[config.mk]
export PLATFORM = sky130hd
export DESIGN_NAME = gcd_lcm_unit
export DESIGN_NICKNAME = d
export VERILOG_FILES = /design/src/hdl/glu_pkg.sv /design/src/hdl/glu_ctrl.sv /design/src/hdl/glu_dpath.sv /design/src/hdl/gcd_lcm_unit.sv
export SDC_FILE = /design/constraint.sdc
export NUM_CORES = 2
export LEC_CHECK = 0
export BUFFER_PORTS_ARGS = -buffer_cell sky130_fd_sc_hd__buf_4
export CORE_UTILIZATION = 55
export DETAILED_ROUTE_END_ITERATION = 8
export PLACE_DENSITY = 0.69
export SLEW_MARGIN = 20
export SYNTH_ARGS = -nofsm -noshare
export SYNTH_HDL_FRONTEND = slang
export SYNTH_HIERARCHICAL = 1
export SYNTH_SLANG_ARGS = --single-unit
[constraint.sdc]
create_clock -name clk_i -period 22.4 [get_ports clk_i]
set_clock_uncertainty 0.05 [all_clocks]
set_input_delay 1.12 -clock clk_i [delete_from_list [all_inputs] [get_ports clk_i]]
set_output_delay 1.12 -clock clk_i [all_outputs]
set_load 0.05 [all_outputs]
[src/hdl/glu_pkg.sv]
package glu_pkg;

  // Operand and lcm width; fields above it are ignored on input and
  // sign-extended on output.
  parameter int DATA_WIDTH = 64;

  parameter int IN_W    = 64;               // width of each input operand field
  parameter int GCD_W   = 63;               // width of the gcd result field
  parameter int LCM_W   = 64;               // width of the lcm result field
  parameter int SUB_W   = DATA_WIDTH + 2;   // shared subtractor, with borrow bit
  parameter int SHIFT_W = $clog2(DATA_WIDTH);
  parameter int CNT_W   = $clog2(DATA_WIDTH);
  parameter int HALF_W  = (DATA_WIDTH + 1) / 2;
  parameter int PROD_W  = 2 * HALF_W;

  parameter logic [CNT_W-1:0] DIV_LAST = CNT_W'(DATA_WIDTH - 1);

  typedef struct packed {
    logic signed [IN_W-1:0] operand_a;
    logic signed [IN_W-1:0] operand_b;
  } in_item_t;

  typedef struct packed {
    logic        [GCD_W-1:0] gcd_value;
    logic signed [LCM_W-1:0] lcm_value;
  } out_item_t;

  typedef enum logic [3:0] {
    ST_IDLE,
    ST_ABS_A,
    ST_ABS_B,
    ST_GCD,
    ST_SCALE,
    ST_DIV,
    ST_NEG_Q,
    ST_MUL,
    ST_DONE
  } state_e;

  typedef enum logic [3:0] {
    DP_HOLD,
    DP_LOAD,
    DP_ABS_A,
    DP_ABS_B,
    DP_GCD,
    DP_SCALE,
    DP_DIV,
    DP_NEG_Q,
    DP_MUL
  } dp_op_e;

  // Partial product sequence of the low-half multiply.
  typedef enum logic [1:0] {
    MS_LL,
    MS_LH,
    MS_HL,
    MS_ACC
  } mul_sel_e;

  typedef struct packed {
    dp_op_e   op;
    mul_sel_e mul_sel;
    logic     in_ready;
    logic     res_load;
  } ctrl_t;

  typedef struct packed {
    logic gcd_done;
  } stat_t;

endpackage

[src/hdl/glu_ctrl.sv]
module glu_ctrl (
  input  logic           clk_i,
  input  logic           rst_ni,
  input  logic           in_valid_i,
  input  logic           out_free_i,
  input  glu_pkg::stat_t stat_i,
  output glu_pkg::ctrl_t ctrl_o
);

  glu_pkg::state_e             state_q, state_d;
  logic [glu_pkg::CNT_W-1:0]   div_cnt_q, div_cnt_d;
  glu_pkg::mul_sel_e           mul_q, mul_d;

  always_ff @(posedge clk_i or negedge rst_ni) begin
    if (!rst_ni) begin
      state_q   <= glu_pkg::ST_IDLE;
      div_cnt_q <= '0;
      mul_q     <= glu_pkg::MS_LL;
    end else begin
      state_q   <= state_d;
      div_cnt_q <= div_cnt_d;
      mul_q     <= mul_d;
    end
  end

  // Next state and step counters
  always_comb begin
    state_d   = state_q;
    div_cnt_d = '0;
    mul_d     = glu_pkg::MS_LL;
    case (state_q)
      glu_pkg::ST_IDLE: begin
        if (in_valid_i) state_d = glu_pkg::ST_ABS_A;
      end
      glu_pkg::ST_ABS_A: state_d = glu_pkg::ST_ABS_B;
      glu_pkg::ST_ABS_B: state_d = glu_pkg::ST_GCD;
      glu_pkg::ST_GCD: begin
        if (stat_i.gcd_done) state_d = glu_pkg::ST_SCALE;
      end
      glu_pkg::ST_SCALE: state_d = glu_pkg::ST_DIV;
      glu_pkg::ST_DIV: begin
        div_cnt_d = div_cnt_q + 1'b1;
        if (div_cnt_q == glu_pkg::DIV_LAST) state_d = glu_pkg::ST_NEG_Q;
      end
      glu_pkg::ST_NEG_Q: state_d = glu_pkg::ST_MUL;
      glu_pkg::ST_MUL: begin
        mul_d = glu_pkg::mul_sel_e'(mul_q + 1'b1);
        if (mul_q == glu_pkg::MS_ACC) state_d = glu_pkg::ST_DONE;
      end
      glu_pkg::ST_DONE: begin
        if (out_free_i) state_d = glu_pkg::ST_IDLE;
      end
      default: state_d = glu_pkg::ST_IDLE;
    endcase
  end

  // Datapath commands
  always_comb begin
    ctrl_o          = '0;
    ctrl_o.op       = glu_pkg::DP_HOLD;
    ctrl_o.mul_sel  = mul_q;
    case (state_q)
      glu_pkg::ST_IDLE: begin
        ctrl_o.in_ready = 1'b1;
        if (in_valid_i) ctrl_o.op = glu_pkg::DP_LOAD;
      end
      glu_pkg::ST_ABS_A: ctrl_o.op = glu_pkg::DP_ABS_A;
      glu_pkg::ST_ABS_B: ctrl_o.op = glu_pkg::DP_ABS_B;
      glu_pkg::ST_GCD:   ctrl_o.op = glu_pkg::DP_GCD;
      glu_pkg::ST_SCALE: ctrl_o.op = glu_pkg::DP_SCALE;
      glu_pkg::ST_DIV:   ctrl_o.op = glu_pkg::DP_DIV;
      glu_pkg::ST_NEG_Q: ctrl_o.op = glu_pkg::DP_NEG_Q;
      glu_pkg::ST_MUL:   ctrl_o.op = glu_pkg::DP_MUL;
      glu_pkg::ST_DONE:  ctrl_o.res_load = out_free_i;
      default:           ctrl_o.op = glu_pkg::DP_HOLD;
    endcase
  end

endmodule

[src/hdl/glu_dpath.sv]
module glu_dpath (
  input  logic               clk_i,
  input  glu_pkg::ctrl_t     ctrl_i,
  input  glu_pkg::in_item_t  in_item_i,
  output glu_pkg::stat_t     stat_o,
  output glu_pkg::out_item_t res_o
);

  logic [glu_pkg::DATA_WIDTH-1:0] u_q, u_d, v_q, v_d, ma_q, ma_d, b_q, b_d;
  logic [glu_pkg::DATA_WIDTH-1:0] g_q, g_d, quo_q, quo_d, rem_q, rem_d, acc_q, acc_d;
  logic [glu_pkg::DATA_WIDTH-1:0] g_sat;
  logic [glu_pkg::SHIFT_W-1:0]    k_q, k_d;
  logic                           a_neg_q, a_neg_d;
  logic [glu_pkg::PROD_W-1:0]     prod_q, prod_d, q_ext, b_ext, pp_shift;
  logic [glu_pkg::HALF_W-1:0]     mul_x, mul_y;
  logic [glu_pkg::SUB_W-1:0]      sub_x, sub_y, sub_diff;
  logic                           borrow;

  always_ff @(posedge clk_i) begin
    u_q     <= u_d;
    v_q     <= v_d;
    ma_q    <= ma_d;
    b_q     <= b_d;
    g_q     <= g_d;
    quo_q   <= quo_d;
    rem_q   <= rem_d;
    acc_q   <= acc_d;
    k_q     <= k_d;
    a_neg_q <= a_neg_d;
    prod_q  <= prod_d;
  end

  // Shared subtractor: negation, Euclid step compare and divider trial
  always_comb begin
    sub_x = '0;
    sub_y = '0;
    case (ctrl_i.op)
      glu_pkg::DP_ABS_A: sub_y = glu_pkg::SUB_W'(u_q);
      glu_pkg::DP_ABS_B: sub_y = glu_pkg::SUB_W'(v_q);
      glu_pkg::DP_GCD: begin
        sub_x = glu_pkg::SUB_W'(u_q);
        sub_y = glu_pkg::SUB_W'(v_q);
      end
      glu_pkg::DP_DIV: begin
        sub_x = glu_pkg::SUB_W'({rem_q, quo_q[glu_pkg::DATA_WIDTH-1]});
        sub_y = glu_pkg::SUB_W'(g_q);
      end
      glu_pkg::DP_NEG_Q: sub_y = glu_pkg::SUB_W'(quo_q);
      default: begin
        sub_x = '0;
        sub_y = '0;
      end
    endcase
  end

  assign sub_diff = sub_x - sub_y;
  assign borrow   = sub_diff[glu_pkg::SUB_W-1];

  // One 32x32-class partial product per cycle for the low half of q*b
  assign q_ext = glu_pkg::PROD_W'(quo_q);
  assign b_ext = glu_pkg::PROD_W'(b_q);

  always_comb begin
    case (ctrl_i.mul_sel)
      glu_pkg::MS_LL: begin
        mul_x = q_ext[glu_pkg::HALF_W-1:0];
        mul_y = b_ext[glu_pkg::HALF_W-1:0];
      end
      glu_pkg::MS_LH: begin
        mul_x = q_ext[glu_pkg::HALF_W-1:0];
        mul_y = b_ext[glu_pkg::PROD_W-1:glu_pkg::HALF_W];
      end
      glu_pkg::MS_HL: begin
        mul_x = q_ext[glu_pkg::PROD_W-1:glu_pkg::HALF_W];
        mul_y = b_ext[glu_pkg::HALF_W-1:0];
      end
      default: begin
        mul_x = '0;
        mul_y = '0;
      end
    endcase
  end

  // The product held in prod_q came from the previous select
  assign pp_shift = (ctrl_i.mul_sel == glu_pkg::MS_LH) ? prod_q : (prod_q << glu_pkg::HALF_W);

  always_comb begin
    u_d     = u_q;
    v_d     = v_q;
    ma_d    = ma_q;
    b_d     = b_q;
    g_d     = g_q;
    quo_d   = quo_q;
    rem_d   = rem_q;
    acc_d   = acc_q;
    k_d     = k_q;
    a_neg_d = a_neg_q;
    prod_d  = prod_q;
    case (ctrl_i.op)
      glu_pkg::DP_LOAD: begin
        u_d     = in_item_i.operand_a[glu_pkg::DATA_WIDTH-1:0];
        v_d     = in_item_i.operand_b[glu_pkg::DATA_WIDTH-1:0];
        b_d     = in_item_i.operand_b[glu_pkg::DATA_WIDTH-1:0];
        a_neg_d = in_item_i.operand_a[glu_pkg::DATA_WIDTH-1];
        k_d     = '0;
      end
      glu_pkg::DP_ABS_A: begin
        if (a_neg_q) u_d = sub_diff[glu_pkg::DATA_WIDTH-1:0];
        ma_d = a_neg_q ? sub_diff[glu_pkg::DATA_WIDTH-1:0] : u_q;
      end
      glu_pkg::DP_ABS_B: begin
        if (b_q[glu_pkg::DATA_WIDTH-1]) v_d = sub_diff[glu_pkg::DATA_WIDTH-1:0];
      end
      glu_pkg::DP_GCD: begin
        // Binary Euclid: strip common twos into k, then odd-odd subtract
        if (u_q != '0) begin
          if (v_q == '0) begin
            v_d = u_q;
            u_d = '0;
          end else if (!u_q[0] && !v_q[0]) begin
            u_d = u_q >> 1;
            v_d = v_q >> 1;
            k_d = glu_pkg::SHIFT_W'(k_q + 1'b1);
          end else if (!u_q[0]) begin
            u_d = u_q >> 1;
          end else if (!v_q[0]) begin
            v_d = v_q >> 1;
          end else if (borrow) begin
            u_d = v_q;
            v_d = u_q;
          end else begin
            u_d = sub_diff[glu_pkg::DATA_WIDTH:1];
          end
        end
      end
      glu_pkg::DP_SCALE: begin
        g_d   = v_q << k_q;
        rem_d = '0;
        quo_d = ma_q;
      end
      glu_pkg::DP_DIV: begin
        quo_d = {quo_q[glu_pkg::DATA_WIDTH-2:0], ~borrow};
        rem_d = borrow ? sub_x[glu_pkg::DATA_WIDTH-1:0] : sub_diff[glu_pkg::DATA_WIDTH-1:0];
      end
      glu_pkg::DP_NEG_Q: begin
        if (a_neg_q) quo_d = sub_diff[glu_pkg::DATA_WIDTH-1:0];
        acc_d = '0;
      end
      glu_pkg::DP_MUL: begin
        prod_d = glu_pkg::PROD_W'(mul_x) * glu_pkg::PROD_W'(mul_y);
        if (ctrl_i.mul_sel != glu_pkg::MS_LL) begin
          acc_d = acc_q + pp_shift[glu_pkg::DATA_WIDTH-1:0];
        end
      end
      default: begin
        u_d = u_q;
      end
    endcase
  end

  assign stat_o.gcd_done = (u_q == '0);

  // Saturate a gcd equal to the most negative magnitude
  assign g_sat = g_q[glu_pkg::DATA_WIDTH-1] ? {1'b0, {(glu_pkg::DATA_WIDTH-1){1'b1}}} : g_q;

  assign res_o.gcd_value = glu_pkg::GCD_W'(g_sat);
  assign res_o.lcm_value = glu_pkg::LCM_W'($signed(acc_q));

endmodule

[src/hdl/gcd_lcm_unit.sv]
// gcd_lcm_unit: gcd and lcm of two signed operands, one result item per input item.
//
// Input channel (in_valid_i / in_ready_o / in_item_i): operand_a and operand_b, of
// which the low DATA_WIDTH bits are used as signed values. in_ready_o is high only
// while the unit is idle; an item is taken when valid and ready are both high.
// Output channel (out_valid_o / out_ready_i / out_item_o): gcd_value of the
// magnitudes and lcm_value = (a / gcd) * b wrapped to DATA_WIDTH bits.
// Sequence: all work runs on one shared subtractor and one half-width multiplier.
// Per item: a load, the magnitudes of a and then of b, the binary Euclid loop
// (one shift, subtract or swap per cycle, data dependent), a rescale of the gcd,
// restoring division for |a| / gcd, restoring the quotient sign, the partial
// products LL, LH and HL with their accumulation, then the hand-over of the result.
// One item is in work at a time; the next item is taken once the result is
// handed over, while that result may still wait in the output register.
// Stall: if the output register is still full when a result is ready, the
// sequencer holds it until out_ready_i frees the register.
// Reset: rst_ni clears the sequencer and the output valid, so an item in work or
// waiting at the output is dropped; no item is invented across reset.
module gcd_lcm_unit (
  input  logic               clk_i,
  input  logic               rst_ni,
  input  logic               in_valid_i,
  output logic               in_ready_o,
  input  glu_pkg::in_item_t  in_item_i,
  output logic               out_valid_o,
  input  logic               out_ready_i,
  output glu_pkg::out_item_t out_item_o
);

  glu_pkg::ctrl_t     ctrl;
  glu_pkg::stat_t     stat;
  glu_pkg::out_item_t res;
  glu_pkg::out_item_t out_item_q;
  logic               out_valid_q, out_valid_d;
  logic               out_free;

  // The output register may be refilled in the cycle its item leaves
  assign out_free = ~out_valid_q | out_ready_i;

  glu_ctrl u_ctrl (
    .clk_i      (clk_i),
    .rst_ni     (rst_ni),
    .in_valid_i (in_valid_i),
    .out_free_i (out_free),
    .stat_i     (stat),
    .ctrl_o     (ctrl)
  );

  glu_dpath u_dpath (
    .clk_i     (clk_i),
    .ctrl_i    (ctrl),
    .in_item_i (in_item_i),
    .stat_o    (stat),
    .res_o     (res)
  );

  always_comb begin
    out_valid_d = out_valid_q;
    if (ctrl.res_load) begin
      out_valid_d = 1'b1;
    end else if (out_ready_i) begin
      out_valid_d = 1'b0;
    end
  end

  always_ff @(posedge clk_i or negedge rst_ni) begin
    if (!rst_ni) begin
      out_valid_q <= 1'b0;
    end else begin
      out_valid_q <= out_valid_d;
    end
  end

  // Result payload: load only, no reset
  always_ff @(posedge clk_i) begin
    if (ctrl.res_load) out_item_q <= res;
  end

  assign in_ready_o  = ctrl.in_ready;
  assign out_valid_o = out_valid_q;
  assign out_item_o  = out_item_q;

endmodule

==> out/qor.yml <==
worst-path-buf-inv: 6
cp-start-kind: "flop"
rsz0062_at_grt: "false"
syn_inst: 7999
synth.most_common_cell: "nand2_1"
largest_reg_flops: 127
antenna_found_initial: 16
nFillCells: 11900
clk-insertion-delay-late_ns: 0.74
cp_common_cell: "fa_1"
cts_hold_buf: 0
syn_area_sq_um: 76300
register_area_sq_um: 21600
cp_slowest_cell: "a211oi_1"
io_pins: 261
synth_top_cell_by_area: "edfxtp_1"
async_reset_ff_frac: 0.0180
ys_types: 84
reg2reg_depth: 29
fin_nets: 9397
clk_pin_slew_ns: 0.06
synthTopCellsByArea: "edfxtp_1, fa_1, ha_1"
synth_common_cells: "nand2_1, inv_1, fa_1, nor2_1, edfxtp_1"
rows: 136
dp_hpwl_microns: 238000
cp.arrival_ns: 12.26
numPortBuffers: 260
setup_ws_ns: 10.57
grt_max_degree: 111
r2r-start: "u_ctrl/mul_q[1]$_DFF_PN0_"
wl_per_cell_microns: 31.9
clockBufferDepth: 3
initial_utilization: 0.555
yosys_warnings: 6
dieArea_sq_um: 140000
syn_to_final_growth_pct: 8.50
antenna_left: 0
gp_congestion: 1.07
vias: 65100
holdCritPathClass: "in2async"
worstPathRequired_ns: 22.83
outcome: "finished, violations left"
fp.dieH_microns: 375
hold_viol_final: 0
drv_cap: 0
synth_edf_count: 710
worstSetupPathType: "reg2reg"
cp-end-kind: "flop"
cts_max_level: 3
tightest_slew_ns: 1.24
routed_wirelength_microns: 314000
layout-drive-gt1-share: 0.105
min_period_over_period: 0.528
die_x_microns: 375
grt_pass1_wl_microns: 447000
clockRootBuffer: "clkbuf_16"
synthFlopType: "edfxtp_1"
violations: "DRC"
multiInputGateArea_sq_um: 49400
syn_area_per_cell_sq_um: 9.54
critical_path.top_delay_family: "compound AO/OA/AOI/OAI gates"
setup_viol: 0
post_cts_buffers: 0
fmax_ghz: 0.0845
overflow: 0
seq_area_frac_synth: 0.284
grt_use_total: 0.443
cts-buffers-inserted: 83
grt_pass1_vias: 64400
coreArea_sq_um: 138000
via_per_inst: 6.60
relSlewSlack: 0.169
syn_nets: 9422
drtIter0Drc: 9352
drc: 29
drtPass1Iterations: 9
clock-sinks: 723
finalMaxSlewViolations: 0
reg2reg_to: "u_dpath/prod_q[62]$_DFFE_PP_"
cp_max_fo: 92
setup_tns_ns: 0
fin_crit_ns: 11.83
synth.top_cell.area_share: 0.279
cts_resized: 0
pre_cts_slack_ns: 11.25
reg2reg_slack_ns: 10.57
ys_ff_latch: 723
cts_tree: "done"
worst_path_largest_cell_delay_ns: 1.01
cells by family after synthesis:
group,after synthesis,share of synthesized area
simple gates,2486,0.137
xor+xnor,194,0.0223
mux,259,0.0437
compound gates,1565,0.140
flops,723,0.284
buf+inv,1481,0.0741
fa+ha+maj,1291,0.300
cell type report:
| cell class | count | share of cell area |
|---|---|---|
| Multi-Input combinational cell | 5795 | 0.596 |
| Timing Repair Buffer | 414 | 0.0378 |
| Tap cell | 1794 | 0.0271 |
| Clock inverter | 48 | 0.00752 |
| Inverter | 957 | 0.0434 |
| Sequential cell | 723 | 0.261 |
| Clock buffer | 103 | 0.0260 |
| Antenna cell | 25 | 0.000755 |
worst register-to-register path: cells and delay by family, from the launching register on:
| kind | cells | cell delay, ns |
|---|---|---|
| buffers and inverters | 6 | 1.45 |
| AO/OA/AOI/OAI | 11 | 4.92 |
| flip-flops | 1 | 0.67 |
| AND/OR/NAND/NOR | 3 | 0.45 |
| adder cells (fa/ha/maj) | 9 | 4.04 |
placed cells by master (no fill, tap or decap), types with 68 or more instances in the layout:
cell / netlist / final
a21boi_0: 93 / 93
a21o_1: 138 / 138
a21oi_1: 428 / 411
a221o_1: 68 / 68
a222oi_1: 116 / 116
a22o_1: 69 / 69
buf_4: 4 / 411
clkbuf_16: 0 / 83
edfxtp_1: 710 / 710
fa_1: 898 / 898
ha_1: 393 / 393
inv_1: 955 / 952
mux2_2: 97 / 97
mux2i_1: 112 / 112
nand2_1: 1118 / 1115
nand3_1: 93 / 92
nand4_1: 73 / 73
nor2_1: 877 / 869
o21ai_0: 254 / 231
or2_2: 71 / 69
xnor2_1: 120 / 120
xor2_1: 74 / 74
metal layers:
layer / wire (microns) / global-route usage
met5: 65 / 0
met4: 32600 / 0.370
met3: 38300 / 0.131
met2: 139000 / 0.681
met1: 104000 / 0.512
worst max-delay path by stage:
stage	from	endpoint	slack (ns)	cells after the start
after floorplan	u_ctrl/mul_q[0]$_DFF_PN0_	u_dpath/prod_q[63]$_DFFE_PP_	13.50	31
after global placement	u_ctrl/mul_q[1]$_DFF_PN0_	u_dpath/prod_q[62]$_DFFE_PP_	11.41	29
after detailed placement	u_ctrl/mul_q[1]$_DFF_PN0_	u_dpath/prod_q[62]$_DFFE_PP_	11.25	29
after CTS	u_ctrl/mul_q[1]$_DFF_PN0_	u_dpath/prod_q[62]$_DFFE_PP_	11.26	29
after global routing	u_ctrl/mul_q[1]$_DFF_PN0_	u_dpath/prod_q[62]$_DFFE_PP_	10.29	27
final	u_ctrl/mul_q[1]$_DFF_PN0_	u_dpath/prod_q[62]$_DFFE_PP_	10.57	29
per-stage QoR:
stage,cells,hold WS (ns),cell area [sq um],utilization
2_1_floorplan,7999,0.383,76300,-
3_3_place_gp,9682,0.391,80000,0.581
3_5_place_dp,9682,0.391,80000,0.581
4_1_cts,9833,0.139,82700,0.601
5_1_grt,9847,0.166,82800,0.602
6_report,9859,0.177,82800,0.602
Power is not shown: default switching activity piles up to over one toggle a cycle in this logic, so the estimate is an artifact.
